File: config.mk
export PLATFORM = sky130hd
export DESIGN_NAME = event_cluster_assigner
export DESIGN_NICKNAME = d
export VERILOG_FILES = /design/src/rtl/eca_pkg.sv /design/src/rtl/eca_cluster_ram.sv /design/src/rtl/eca_divider.sv /design/src/rtl/event_cluster_assigner.sv
export SDC_FILE = /design/constraint.sdc
export NUM_CORES = 2
export LEC_CHECK = 0
export ABC_AREA = 0
export BUFFER_PORTS_ARGS = -buffer_cell sky130_fd_sc_hd__buf_2
export CAP_MARGIN = 0
export CORE_MARGIN = 5
export CORE_UTILIZATION = 60
export CTS_BUF_LIST = sky130_fd_sc_hd__clkbuf_4 sky130_fd_sc_hd__clkbuf_8
export CTS_CLUSTER_DIAMETER = 50
export DETAILED_ROUTE_END_ITERATION = 10
export PLACE_DENSITY = 0.77
export SLEW_MARGIN = 20
export SYNTH_ARGS = -nofsm -noshare
export SYNTH_HDL_FRONTEND = slang
export SYNTH_SLANG_ARGS = --single-unit
export TNS_END_PERCENT = 5
File: constraint.sdc
create_clock -name clock -period 19.8 [get_ports clock]
set_input_delay 1.98 -clock clock [delete_from_list [all_inputs] [get_ports clock]]
set_output_delay 1.98 -clock clock [all_outputs]
set_load 0.01 [all_outputs]
File: src/rtl/eca_pkg.sv
// Shared constants and types for the event cluster assigner.
// Used by the cluster memory, the centroid divider and the top level; no dependencies.
package eca_pkg;

   // Sizing of the cluster table and its fields.
   localparam int MAX_CLUSTERS  = 16;
   localparam int COORD_BITS    = 10;
   localparam int COUNT_BITS    = 16;
   localparam int TIME_BITS     = 63;
   localparam int WINDOW_BITS   = 32;
   localparam int LIMIT_BITS    = 10;
   localparam int SUM_BITS      = COORD_BITS + COUNT_BITS;
   localparam int IDX_BITS      = $clog2(MAX_CLUSTERS);
   localparam int USED_BITS     = $clog2(MAX_CLUSTERS + 1);
   localparam int SQ_BITS       = (2 * COORD_BITS + 1 > 2 * LIMIT_BITS + 2) ?
                                  2 * COORD_BITS + 1 : 2 * LIMIT_BITS + 2;

   // Width of the divider's step counter: one step per quotient bit.
   localparam int DIV_STEP_BITS = $clog2(COORD_BITS);

   // Configuration port.
   localparam int CSR_INDEX_BITS = 1;
   localparam int CSR_DATA_BITS  = WINDOW_BITS;
   localparam logic [CSR_INDEX_BITS-1:0] REG_TIME_WINDOW    = CSR_INDEX_BITS'(0);
   localparam logic [CSR_INDEX_BITS-1:0] REG_DISTANCE_LIMIT = CSR_INDEX_BITS'(1);

   // Reset values of the configuration registers.
   localparam logic [WINDOW_BITS-1:0] TIME_WINDOW_RESET    = WINDOW_BITS'(50);
   localparam logic [LIMIT_BITS-1:0]  DISTANCE_LIMIT_RESET = LIMIT_BITS'(5);

   // Saturation point of the member count.
   localparam logic [COUNT_BITS-1:0] COUNT_MAX = '1;

   // One cluster as it is held in the memory.
   typedef struct packed {
      logic [TIME_BITS-1:0]  last_time;
      logic [SUM_BITS-1:0]   sum_x;
      logic [SUM_BITS-1:0]   sum_y;
      logic [COUNT_BITS-1:0] member_count;
      logic [COORD_BITS-1:0] centre_col;
      logic [COORD_BITS-1:0] centre_row;
   } entry_type;

   // Write request into the cluster memory.
   typedef struct packed {
      logic                en;
      logic [IDX_BITS-1:0] addr;
      entry_type           data;
   } ram_wr_type;

   // Request to the centroid divider.
   typedef struct packed {
      logic                  start;
      logic [SUM_BITS-1:0]   sum_x;
      logic [SUM_BITS-1:0]   sum_y;
      logic [COUNT_BITS-1:0] count;
   } div_req_type;

   // Answer of the centroid divider.
   typedef struct packed {
      logic                  done;
      logic [COORD_BITS-1:0] quot_x;
      logic [COORD_BITS-1:0] quot_y;
   } div_rsp_type;

endpackage

File: src/rtl/eca_cluster_ram.sv
// Cluster table memory: one write port and one registered read port.
// Depends on eca_pkg for the entry layout and the table depth.
module eca_cluster_ram (
   input  logic                           clock,
   input  eca_pkg::ram_wr_type            wr,
   input  logic                           rd_en,
   input  logic [eca_pkg::IDX_BITS-1:0]   rd_addr,
   output eca_pkg::entry_type             rd_data
);
   import eca_pkg::*;

   entry_type mem_ff [MAX_CLUSTERS];
   entry_type rd_data_ff;

   // Write port.
   always_ff @(posedge clock) begin
      if (wr.en) begin
         mem_ff[wr.addr] <= wr.data;
      end
   end

   // Registered read port: the data for an address is shown in the cycle after the read; it holds between reads.
   always_ff @(posedge clock) begin
      if (rd_en) begin
         rd_data_ff <= mem_ff[rd_addr];
      end
   end

   assign rd_data = rd_data_ff;

endmodule

File: src/rtl/eca_divider.sv
// Restoring divider for the cluster center, one quotient bit per cycle on both axes.
// Depends on eca_pkg. A sum never exceeds count times the largest coordinate,
// so the quotient always fits in COORD_BITS and only that many steps are needed.
module eca_divider (
   input  logic                 clock,
   input  logic                 reset,
   input  eca_pkg::div_req_type req,
   output eca_pkg::div_rsp_type rsp
);
   import eca_pkg::*;

   logic                     busy_ff;
   logic                     done_ff;
   logic [DIV_STEP_BITS-1:0] cnt_ff;
   logic [SUM_BITS-1:0]      rem_x_ff;
   logic [SUM_BITS-1:0]      rem_y_ff;
   logic [SUM_BITS-1:0]      dsh_ff;
   logic [COORD_BITS-1:0]    qx_ff;
   logic [COORD_BITS-1:0]    qy_ff;

   logic ge_x;
   logic ge_y;

   // Trial subtraction of the shifted divisor on each axis.
   assign ge_x = (rem_x_ff >= dsh_ff);
   assign ge_y = (rem_y_ff >= dsh_ff);

   // Control: step counter and completion pulse.
   always_ff @(posedge clock) begin
      if (reset) begin
         busy_ff <= 1'b0;
         done_ff <= 1'b0;
         cnt_ff  <= '0;
      end else begin
         done_ff <= 1'b0;
         if (req.start) begin
            busy_ff <= 1'b1;
            cnt_ff  <= DIV_STEP_BITS'(COORD_BITS - 1);
         end else if (busy_ff) begin
            cnt_ff <= cnt_ff - 1'b1;
            if (cnt_ff == '0) begin
               busy_ff <= 1'b0;
               done_ff <= 1'b1;
            end
         end
      end
   end

   // Datapath: partial remainders, shifted divisor and quotients.
   always_ff @(posedge clock) begin
      if (req.start) begin
         rem_x_ff <= req.sum_x;
         rem_y_ff <= req.sum_y;
         dsh_ff   <= SUM_BITS'(req.count) << (COORD_BITS - 1);
         qx_ff    <= '0;
         qy_ff    <= '0;
      end else if (busy_ff) begin
         rem_x_ff <= ge_x ? rem_x_ff - dsh_ff : rem_x_ff;
         rem_y_ff <= ge_y ? rem_y_ff - dsh_ff : rem_y_ff;
         dsh_ff   <= dsh_ff >> 1;
         qx_ff    <= {qx_ff[COORD_BITS-2:0], ge_x};
         qy_ff    <= {qy_ff[COORD_BITS-2:0], ge_y};
      end
   end

   assign rsp.done   = done_ff;
   assign rsp.quot_x = qx_ff;
   assign rsp.quot_y = qy_ff;

endmodule

File: src/rtl/event_cluster_assigner.sv
// Event cluster assigner: a clear transfer empties the table and shows its result in the
// next cycle; an event is scanned against the clusters in use and then opens a cluster or is
// dropped, or updates the matching cluster, with a center divide unless it is at its count limit.
// The next item is taken in the cycle its predecessor's result is shown; the
// scan issues one memory read per cycle and the center divide takes one bit per cycle.
// Synchronous reset empties the table and restores the register defaults; results cannot be stalled.
module event_cluster_assigner (
   input  logic                                clock,
   input  logic                                reset,
   input  logic                                start,
   output logic                                busy,
   input  logic                                req_cmd,
   input  logic [eca_pkg::COORD_BITS-1:0]      req_event_x,
   input  logic [eca_pkg::COORD_BITS-1:0]      req_event_y,
   input  logic [eca_pkg::TIME_BITS-1:0]       req_event_time,
   output logic                                rsp_valid,
   output logic [eca_pkg::IDX_BITS-1:0]        rsp_cluster_index,
   output logic                                rsp_created,
   output logic                                rsp_dropped,
   output logic [eca_pkg::COORD_BITS-1:0]      rsp_centre_x,
   output logic [eca_pkg::COORD_BITS-1:0]      rsp_centre_y,
   output logic [eca_pkg::USED_BITS-1:0]       rsp_clusters_in_use,
   input  logic                                csr_write,
   input  logic [eca_pkg::CSR_INDEX_BITS-1:0]  csr_index,
   input  logic [eca_pkg::CSR_DATA_BITS-1:0]   csr_wdata
);
   import eca_pkg::*;

   typedef enum logic [4:0] {
      ST_IDLE   = 5'b00001,
      ST_SCAN   = 5'b00010,
      ST_FETCH  = 5'b00100,
      ST_LOAD   = 5'b01000,
      ST_DIVIDE = 5'b10000
   } state_type;

   typedef struct packed {
      logic                  valid;
      logic [IDX_BITS-1:0]   cluster_index;
      logic                  created;
      logic                  dropped;
      logic [COORD_BITS-1:0] centre_x;
      logic [COORD_BITS-1:0] centre_y;
      logic [USED_BITS-1:0]  clusters_in_use;
   } rsp_type;

   state_type             state_ff, state_in;
   logic [USED_BITS-1:0]  used_ff, used_in;
   logic [USED_BITS-1:0]  scan_ptr_ff, scan_ptr_in;
   logic [IDX_BITS-1:0]   hit_idx_ff, hit_idx_in;
   entry_type             upd_ff, upd_in;
   rsp_type               rsp_ff, rsp_in;

   logic [COORD_BITS-1:0] ev_x_ff;
   logic [COORD_BITS-1:0] ev_y_ff;
   logic [TIME_BITS-1:0]  ev_t_ff;

   logic [WINDOW_BITS-1:0] window_ff;
   logic [LIMIT_BITS-1:0]  limit_ff;
   logic [SQ_BITS-1:0]     limsq_ff;

   logic                    s1_valid_ff, s2_valid_ff, s3_valid_ff;
   logic [IDX_BITS-1:0]     s1_idx_ff, s2_idx_ff, s3_idx_ff;
   logic [COORD_BITS-1:0]   s2_dx_ff, s2_dy_ff;
   logic                    s2_tok_ff, s3_tok_ff;
   logic [2*COORD_BITS-1:0] s3_sqx_ff, s3_sqy_ff;

   logic                    accept;
   logic                    issue;
   logic                    keep;
   logic                    hit;
   logic                    rd_en;
   logic [IDX_BITS-1:0]     rd_addr;
   entry_type               rd_data;
   ram_wr_type              wr;
   div_req_type             div_req;
   div_rsp_type             div_rsp;

   logic [COORD_BITS-1:0]   s1_dx, s1_dy;
   logic [TIME_BITS:0]      s1_gap;
   logic                    s1_tok;
   logic [2*COORD_BITS-1:0] s2_sqx, s2_sqy;
   logic [SQ_BITS-1:0]      s3_dist;
   logic [LIMIT_BITS:0]     lim;
   logic [2*LIMIT_BITS+1:0] lim_sq;

   assign busy   = (state_ff != ST_IDLE);
   assign accept = start && !busy;

   // Cluster memory and center divider.
   eca_cluster_ram u_ram (
      .clock   (clock),
      .wr      (wr),
      .rd_en   (rd_en),
      .rd_addr (rd_addr),
      .rd_data (rd_data)
   );

   eca_divider u_div (
      .clock (clock),
      .reset (reset),
      .req   (div_req),
      .rsp   (div_rsp)
   );

   // Configuration registers; the squared distance bound follows the limit.
   assign lim    = (LIMIT_BITS + 1)'(limit_ff) + 1'b1;
   assign lim_sq = lim * lim;

   always_ff @(posedge clock) begin
      if (reset) begin
         window_ff <= TIME_WINDOW_RESET;
         limit_ff  <= DISTANCE_LIMIT_RESET;
      end else if (csr_write) begin
         case (csr_index)
            REG_TIME_WINDOW: begin
               window_ff <= csr_wdata[WINDOW_BITS-1:0];
            end
            REG_DISTANCE_LIMIT: begin
               limit_ff <= csr_wdata[LIMIT_BITS-1:0];
            end
            default: begin
            end
         endcase
      end
   end

   always_ff @(posedge clock) begin
      limsq_ff <= SQ_BITS'(lim_sq);
   end

   // Event capture on transfer.
   always_ff @(posedge clock) begin
      if (accept) begin
         ev_x_ff <= req_event_x;
         ev_y_ff <= req_event_y;
         ev_t_ff <= req_event_time;
      end
   end

   // Scan stage 1: distances per axis and the signed time test.
   assign s1_dx  = (ev_x_ff >= rd_data.centre_col) ? ev_x_ff - rd_data.centre_col
                                                   : rd_data.centre_col - ev_x_ff;
   assign s1_dy  = (ev_y_ff >= rd_data.centre_row) ? ev_y_ff - rd_data.centre_row
                                                   : rd_data.centre_row - ev_y_ff;
   assign s1_gap = {1'b0, ev_t_ff} - {1'b0, rd_data.last_time};
   assign s1_tok = s1_gap[TIME_BITS] ||
                   (s1_gap[TIME_BITS-1:0] <= TIME_BITS'(window_ff));

   // Scan stage 2: squares. Stage 3: compare against the bound.
   assign s2_sqx  = s2_dx_ff * s2_dx_ff;
   assign s2_sqy  = s2_dy_ff * s2_dy_ff;
   assign s3_dist = SQ_BITS'(s3_sqx_ff) + SQ_BITS'(s3_sqy_ff);
   assign hit     = (state_ff == ST_SCAN) && s3_valid_ff && s3_tok_ff &&
                    (s3_dist < limsq_ff);

   // The pipeline is flushed once a match is found or the scan ends.
   assign keep = (state_ff == ST_SCAN) && !hit;

   always_ff @(posedge clock) begin
      if (reset) begin
         s1_valid_ff <= 1'b0;
         s2_valid_ff <= 1'b0;
         s3_valid_ff <= 1'b0;
      end else begin
         s1_valid_ff <= issue;
         s2_valid_ff <= s1_valid_ff && keep;
         s3_valid_ff <= s2_valid_ff && keep;
      end
   end

   always_ff @(posedge clock) begin
      s1_idx_ff <= scan_ptr_ff[IDX_BITS-1:0];
      s2_idx_ff <= s1_idx_ff;
      s2_dx_ff  <= s1_dx;
      s2_dy_ff  <= s1_dy;
      s2_tok_ff <= s1_tok;
      s3_idx_ff <= s2_idx_ff;
      s3_sqx_ff <= s2_sqx;
      s3_sqy_ff <= s2_sqy;
      s3_tok_ff <= s2_tok_ff;
   end

   // Sequencer: clear; or scan, then open a cluster, drop, or fetch the match, update, write back.
   // Reads and writes of one item never overlap, so no forwarding is needed.
   always_comb begin
      state_in    = state_ff;
      used_in     = used_ff;
      scan_ptr_in = scan_ptr_ff;
      hit_idx_in  = hit_idx_ff;
      upd_in      = upd_ff;
      rsp_in      = '0;
      issue       = 1'b0;
      rd_en       = 1'b0;
      rd_addr     = scan_ptr_ff[IDX_BITS-1:0];
      wr          = '0;
      div_req     = '0;

      case (state_ff)
         ST_IDLE: begin
            if (accept) begin
               if (req_cmd) begin
                  used_in      = '0;
                  rsp_in.valid = 1'b1;
               end else begin
                  scan_ptr_in = '0;
                  state_in    = ST_SCAN;
               end
            end
         end
         ST_SCAN: begin
            if (hit) begin
               hit_idx_in = s3_idx_ff;
               state_in   = ST_FETCH;
            end else if (scan_ptr_ff < used_ff) begin
               issue       = 1'b1;
               rd_en       = 1'b1;
               scan_ptr_in = scan_ptr_ff + 1'b1;
            end else if (!s1_valid_ff && !s2_valid_ff && !s3_valid_ff) begin
               // No cluster matched: open a new one or drop the event.
               rsp_in.valid = 1'b1;
               if (used_ff < USED_BITS'(MAX_CLUSTERS)) begin
                  wr.en                     = 1'b1;
                  wr.addr                   = used_ff[IDX_BITS-1:0];
                  wr.data.last_time         = ev_t_ff;
                  wr.data.sum_x             = SUM_BITS'(ev_x_ff);
                  wr.data.sum_y             = SUM_BITS'(ev_y_ff);
                  wr.data.member_count      = COUNT_BITS'(1);
                  wr.data.centre_col        = ev_x_ff;
                  wr.data.centre_row        = ev_y_ff;
                  used_in                   = used_ff + 1'b1;
                  rsp_in.cluster_index      = used_ff[IDX_BITS-1:0];
                  rsp_in.created            = 1'b1;
                  rsp_in.centre_x           = ev_x_ff;
                  rsp_in.centre_y           = ev_y_ff;
                  rsp_in.clusters_in_use    = used_ff + 1'b1;
               end else begin
                  rsp_in.dropped         = 1'b1;
                  rsp_in.clusters_in_use = used_ff;
               end
               state_in = ST_IDLE;
            end
         end
         ST_FETCH: begin
            rd_en    = 1'b1;
            rd_addr  = hit_idx_ff;
            state_in = ST_LOAD;
         end
         ST_LOAD: begin
            upd_in           = rd_data;
            upd_in.last_time = ev_t_ff;
            if (rd_data.member_count == COUNT_MAX) begin
               // Saturated cluster: only the timestamp moves.
               wr.en                  = 1'b1;
               wr.addr                = hit_idx_ff;
               wr.data                = upd_in;
               rsp_in.valid           = 1'b1;
               rsp_in.cluster_index   = hit_idx_ff;
               rsp_in.centre_x        = rd_data.centre_col;
               rsp_in.centre_y        = rd_data.centre_row;
               rsp_in.clusters_in_use = used_ff;
               state_in               = ST_IDLE;
            end else begin
               upd_in.sum_x        = rd_data.sum_x + SUM_BITS'(ev_x_ff);
               upd_in.sum_y        = rd_data.sum_y + SUM_BITS'(ev_y_ff);
               upd_in.member_count = rd_data.member_count + 1'b1;
               div_req.start       = 1'b1;
               div_req.sum_x       = upd_in.sum_x;
               div_req.sum_y       = upd_in.sum_y;
               div_req.count       = upd_in.member_count;
               state_in            = ST_DIVIDE;
            end
         end
         ST_DIVIDE: begin
            if (div_rsp.done) begin
               wr.en                  = 1'b1;
               wr.addr                = hit_idx_ff;
               wr.data                = upd_ff;
               wr.data.centre_col     = div_rsp.quot_x;
               wr.data.centre_row     = div_rsp.quot_y;
               rsp_in.valid           = 1'b1;
               rsp_in.cluster_index   = hit_idx_ff;
               rsp_in.centre_x        = div_rsp.quot_x;
               rsp_in.centre_y        = div_rsp.quot_y;
               rsp_in.clusters_in_use = used_ff;
               state_in               = ST_IDLE;
            end
         end
         default: begin
            state_in = ST_IDLE;
         end
      endcase
   end

   // Control state and the result register.
   always_ff @(posedge clock) begin
      if (reset) begin
         state_ff <= ST_IDLE;
         used_ff  <= '0;
         rsp_ff   <= '0;
      end else begin
         state_ff <= state_in;
         used_ff  <= used_in;
         rsp_ff   <= rsp_in;
      end
   end

   // Payload registers.
   always_ff @(posedge clock) begin
      scan_ptr_ff <= scan_ptr_in;
      hit_idx_ff  <= hit_idx_in;
      upd_ff      <= upd_in;
   end

   assign rsp_valid           = rsp_ff.valid;
   assign rsp_cluster_index   = rsp_ff.cluster_index;
   assign rsp_created         = rsp_ff.created;
   assign rsp_dropped         = rsp_ff.dropped;
   assign rsp_centre_x        = rsp_ff.centre_x;
   assign rsp_centre_y        = rsp_ff.centre_y;
   assign rsp_clusters_in_use = rsp_ff.clusters_in_use;

   // The sequencer never reads and writes the table in the same cycle.
   assert property (@(posedge clock) disable iff (reset) !(wr.en && rd_en))
      else $error("cluster table read and write in the same cycle");

   // The table never reports more clusters than it holds.
   assert property (@(posedge clock) disable iff (reset)
                    used_ff <= USED_BITS'(MAX_CLUSTERS))
      else $error("cluster count beyond table depth");

   // A clear transfer yields an empty-table result in the next cycle.
   assert property (@(posedge clock) disable iff (reset)
                    (accept && req_cmd) |=> (rsp_valid && rsp_clusters_in_use == '0))
      else $error("clear did not produce an empty result");

   // The divider only finishes while the sequencer waits for it.
   assert property (@(posedge clock) disable iff (reset)
                    div_rsp.done |-> (state_ff == ST_DIVIDE))
      else $error("divider finished outside the divide state");

endmodule
==> impl_metrics.py <==
metrics = {
    "route": {
        "vias": 93090,
        "drc_errors": 0,
        "wl_per_cell_um": 24.46,
        "wl_mm": 361.9,
        "antenna_left": 0,
        "viasPerCell": 6.292,
        "drtIter0Drc": 12120,
        "drtPass1Iterations": 8,
    },
    "yosys": {
        "yosysTopAreaCell": "edfxtp_1",
        "syn_inst": 11290,
        "async_flop_share": 0,
        "syn_area_um2": 137000,
        "synth.distinct_cells": 82,
        "ys_ff_latch": 3073,
        "syn_avg_cell_area_um2": 12.14,
        "yosysWarnings": 0,
        "ys_seq_area_frac": 0.6578,
        "synth_area_leaders": "edfxtp_1, nand2_1, ha_1",
        "ys.flop_type": "edfxtp_1",
        "synth_edf_count": 2858,
        "yosysTopAreaCellShare": 0.6264,
    },
    "cells_and_area": {
        "final_cell_mix": "edfxtp_1, nand2_1, nand3_1",
        "layout-drive-gt1-share": 0.09517,
        "num-nets-final": 12090,
        "fillers": 16090,
        "final_common_cell": "edfxtp_1",
        "area_growth_pct": 9.582,
        "post-route-cell-area_um2": 150100,
    },
    "cts": {
        "cts_resized": 0,
        "cts_hold_buf": 0,
        "clkTransAtPathRegs_ns": 0.06,
        "clock-sinks": 3073,
        "cts_buffer_depth": 4,
        "clk_latency_ns": 1.19,
        "cts_tree": "built",
        "cts_setup_buffers": 0,
        "cts_root_buf": "clkbuf_8",
        "cts_buffers": 483,
        "htreeDepth": 5,
    },
    "pwr": {
        "p_int_mw": 12.27,
        "total_power_mw": 17.89,
        "switchingPower_mw": 5.618,
        "vdd_drop_max_mv": 0.4003,
        "power_frac_seq": 0.412,
        "combPwrFrac": 0.291,
        "power_frac_clock": 0.297,
        "switching_share": 0.3141,
        "power.density_nw_per_um2": 119.2,
        "p_leak_nw": 55.84,
    },
    "timing": {
        "skew_ns": 0.1636,
        "tns_ns": 0,
        "slew_viol_final": 0,
        "period_share": 0.3778,
        "clock.fmax_mhz": 133.7,
        "finalCriticalPeriod_ns": 7.481,
        "finalSetupViolCount": 0,
        "hold_violations": 0,
        "tightest_slew_ns": 1.257,
        "rsz0062_at_grt": "no",
        "maxSlewHeadroom": 0.1617,
    },
    "floorplanning": {
        "rows": 175,
        "coreArea_um2": 227300,
        "die_y_um": 487.9,
        "ios": 154,
        "die-area_um2": 238000,
        "die_x_um": 487.9,
        "initial_utilization": 0.6028,
    },
    "global_route": {
        "grt_pass1_vias": 90990,
        "gr-total-overflow": 0,
        "track_usage": 0.2996,
        "grt_max_degree": 176,
        "grt_pass1_wl_mm": 545.2,
        "antenna_found_initial": 23,
    },
    "setup_path": {
        "r2r_setup_slack_ns": 12.32,
        "reg2regPathDepth": 23,
        "crit_path_end_kind": "flip-flop",
        "start_kind": "flip-flop",
        "reg2reg_to": "u_ram.rd_data[73]$_DFFE_PP_",
        "critPathKind": "reg -> reg",
        "crit_fanout": 57,
        "timing.rr.start": "s3_sqx_ff[3]$_DFF_P_",
        "crit_required_ns": 20.53,
        "worstPathArrival_ns": 8.21,
    },
    "hold_path": {
        "hold_depth": 0,
        "min-delay-start": "s1_idx_ff[2]$_DFF_P_",
        "hold_end": "s2_idx_ff[2]$_DFF_P_",
        "min_path_type": "reg -> reg",
    },
    "placement": {
        "portBuffers": 153,
        "post_dp_cell_area_um2": 140600,
        "hpwl_mm": 202.7,
        "gp_congestion": 0.9275,
    },
    "status": {
        "status": "finished clean",
    },
    "job": {
        "max_cap_violations": 0,
    },
}
## synthesized netlist by cell type (48+ instances only)
library cell,n
nor2b_1,68
nand3_1,735
and2_1,77
inv_1,513
a21o_1,79
o21ai_0,172
a21oi_1,393
fa_1,164
dfxtp_1,215
and3_1,322
a311oi_1,441
nor2_1,294
xnor2_1,168
ha_1,398
a31oi_1,174
clkbuf_1,628
nand2_1,2784
edfxtp_1,2858
mux2i_1,48
a22o_1,97
xor2_1,107
nor3_1,80
## worst max-delay path by stage
stage                              endpoint  depth (start not counted)  slack [ns]                  from
2_1_floorplan    u_ram.rd_data[0]$_DFFE_PP_                         20        4.48  s3_sqx_ff[3]$_DFF_P_
3_3_place_gp   u_ram.rd_data[119]$_DFFE_PP_                         23       12.35  s3_sqx_ff[3]$_DFF_P_
3_5_place_dp   u_ram.rd_data[119]$_DFFE_PP_                         23       12.38  s3_sqx_ff[3]$_DFF_P_
4_1_cts         u_ram.rd_data[73]$_DFFE_PP_                         23       12.28  s3_sqx_ff[3]$_DFF_P_
5_1_grt         u_ram.rd_data[84]$_DFFE_PP_                         23       11.82  s3_sqx_ff[3]$_DFF_P_
6_report        u_ram.rd_data[73]$_DFFE_PP_                         23       12.32  s3_sqx_ff[3]$_DFF_P_
## routing by layer
layer  up-vias  wire length, um  global-route usage
met5         -               94                   0
met4        14            12460              0.1111
met3       866            40990             0.06477
met2      5581           166800              0.4650
met1     45460           141600              0.4212
li1      41160                -                   -
## sequential cells by signal (all words and copies together) (netlist names), 19 cells and up
signal,flops
u_ram.mem_ff,2416
u_ram.rd_data,151
upd_ff,131
ev_t_ff,63
window_ff,32
u_div.rem_x_ff,26
u_div.rem_y_ff,26
u_div.dsh_ff,25
limsq_ff,21
s3_sqx_ff,19
s3_sqy_ff,19
## power groups by stage
stage | sequential [mW] | combinational [mW] | clock [mW]
after floorplan | 7.42 | 3.84 | 0
after global placement | 7.49 | 5.08 | 0
after detailed placement | 7.49 | 5.16 | 0
after CTS | 7.36 | 5.21 | 5.36
after global routing | 7.37 | 5.80 | 5.69
final | 7.36 | 5.21 | 5.32
## cells by family (layout without fill, tap and decap cells)
logic type / Yosys count / in the layout / share of synthesized area
flops: 3073 / 3073 / 0.6578
fa+ha+maj: 562 / 562 / 0.06031
buf+inv: 1171 / 1646 / 0.03208
compound gates: 1631 / 1631 / 0.08447
mux: 63 / 63 / 0.004740
xor+xnor: 275 / 275 / 0.01758
other cells: 2 / 25 / 0.00005482
simple gates: 4511 / 4511 / 0.1429
## metrics by stage
stage	std cells	hold WS, ns	utilization	setup WS [ns]
after floorplan	11290	0.3096	-	4.479
after CTS	14780	0.3295	0.6604	12.28
after detailed placement	13930	0.3157	0.6185	12.38
after global placement	13930	0.3099	0.6185	12.35
final	14800	0.3281	0.6606	12.32
after global routing	14780	0.3340	0.6604	11.82
## layout make-up
type | instances | area [um2] | area share
Tap cell | 3009 | 3765 | 0.02508
Multi-Input combinational cell | 7050 | 42790 | 0.2850
Sequential cell | 3073 | 90130 | 0.6003
Inverter | 514 | 1934 | 0.01288
Clock buffer | 660 | 8183 | 0.05450
Timing Repair Buffer | 281 | 1952 | 0.01300
Clock inverter | 191 | 1338 | 0.008909
Antenna cell | 17 | 42.54 | 0.0002834
## worst max-delay path, stage by stage, from the launching register on
cell      delay, ns
dfxtp_1        0.31
ha_1           0.31
a21oi_1        0.21
o21bai_1       0.13
a21oi_1        0.24
o21bai_1       0.12
a21oi_1        0.23
nor2b_1        0.09
o21a_1         0.19
o31a_1         0.28
o211a_1        0.25
o21a_1         0.20
o21a_1         0.23
o41ai_1        0.41
o21bai_1       0.11
ha_1           0.30
nand2_1        0.05
nor3_1         0.13
a21oi_1        0.27
nand2b_1       0.31
o21ai_4        0.15
buf_4          0.64
buf_4          0.95
buf_4          0.87
Power figures use the tool's default switching activity.
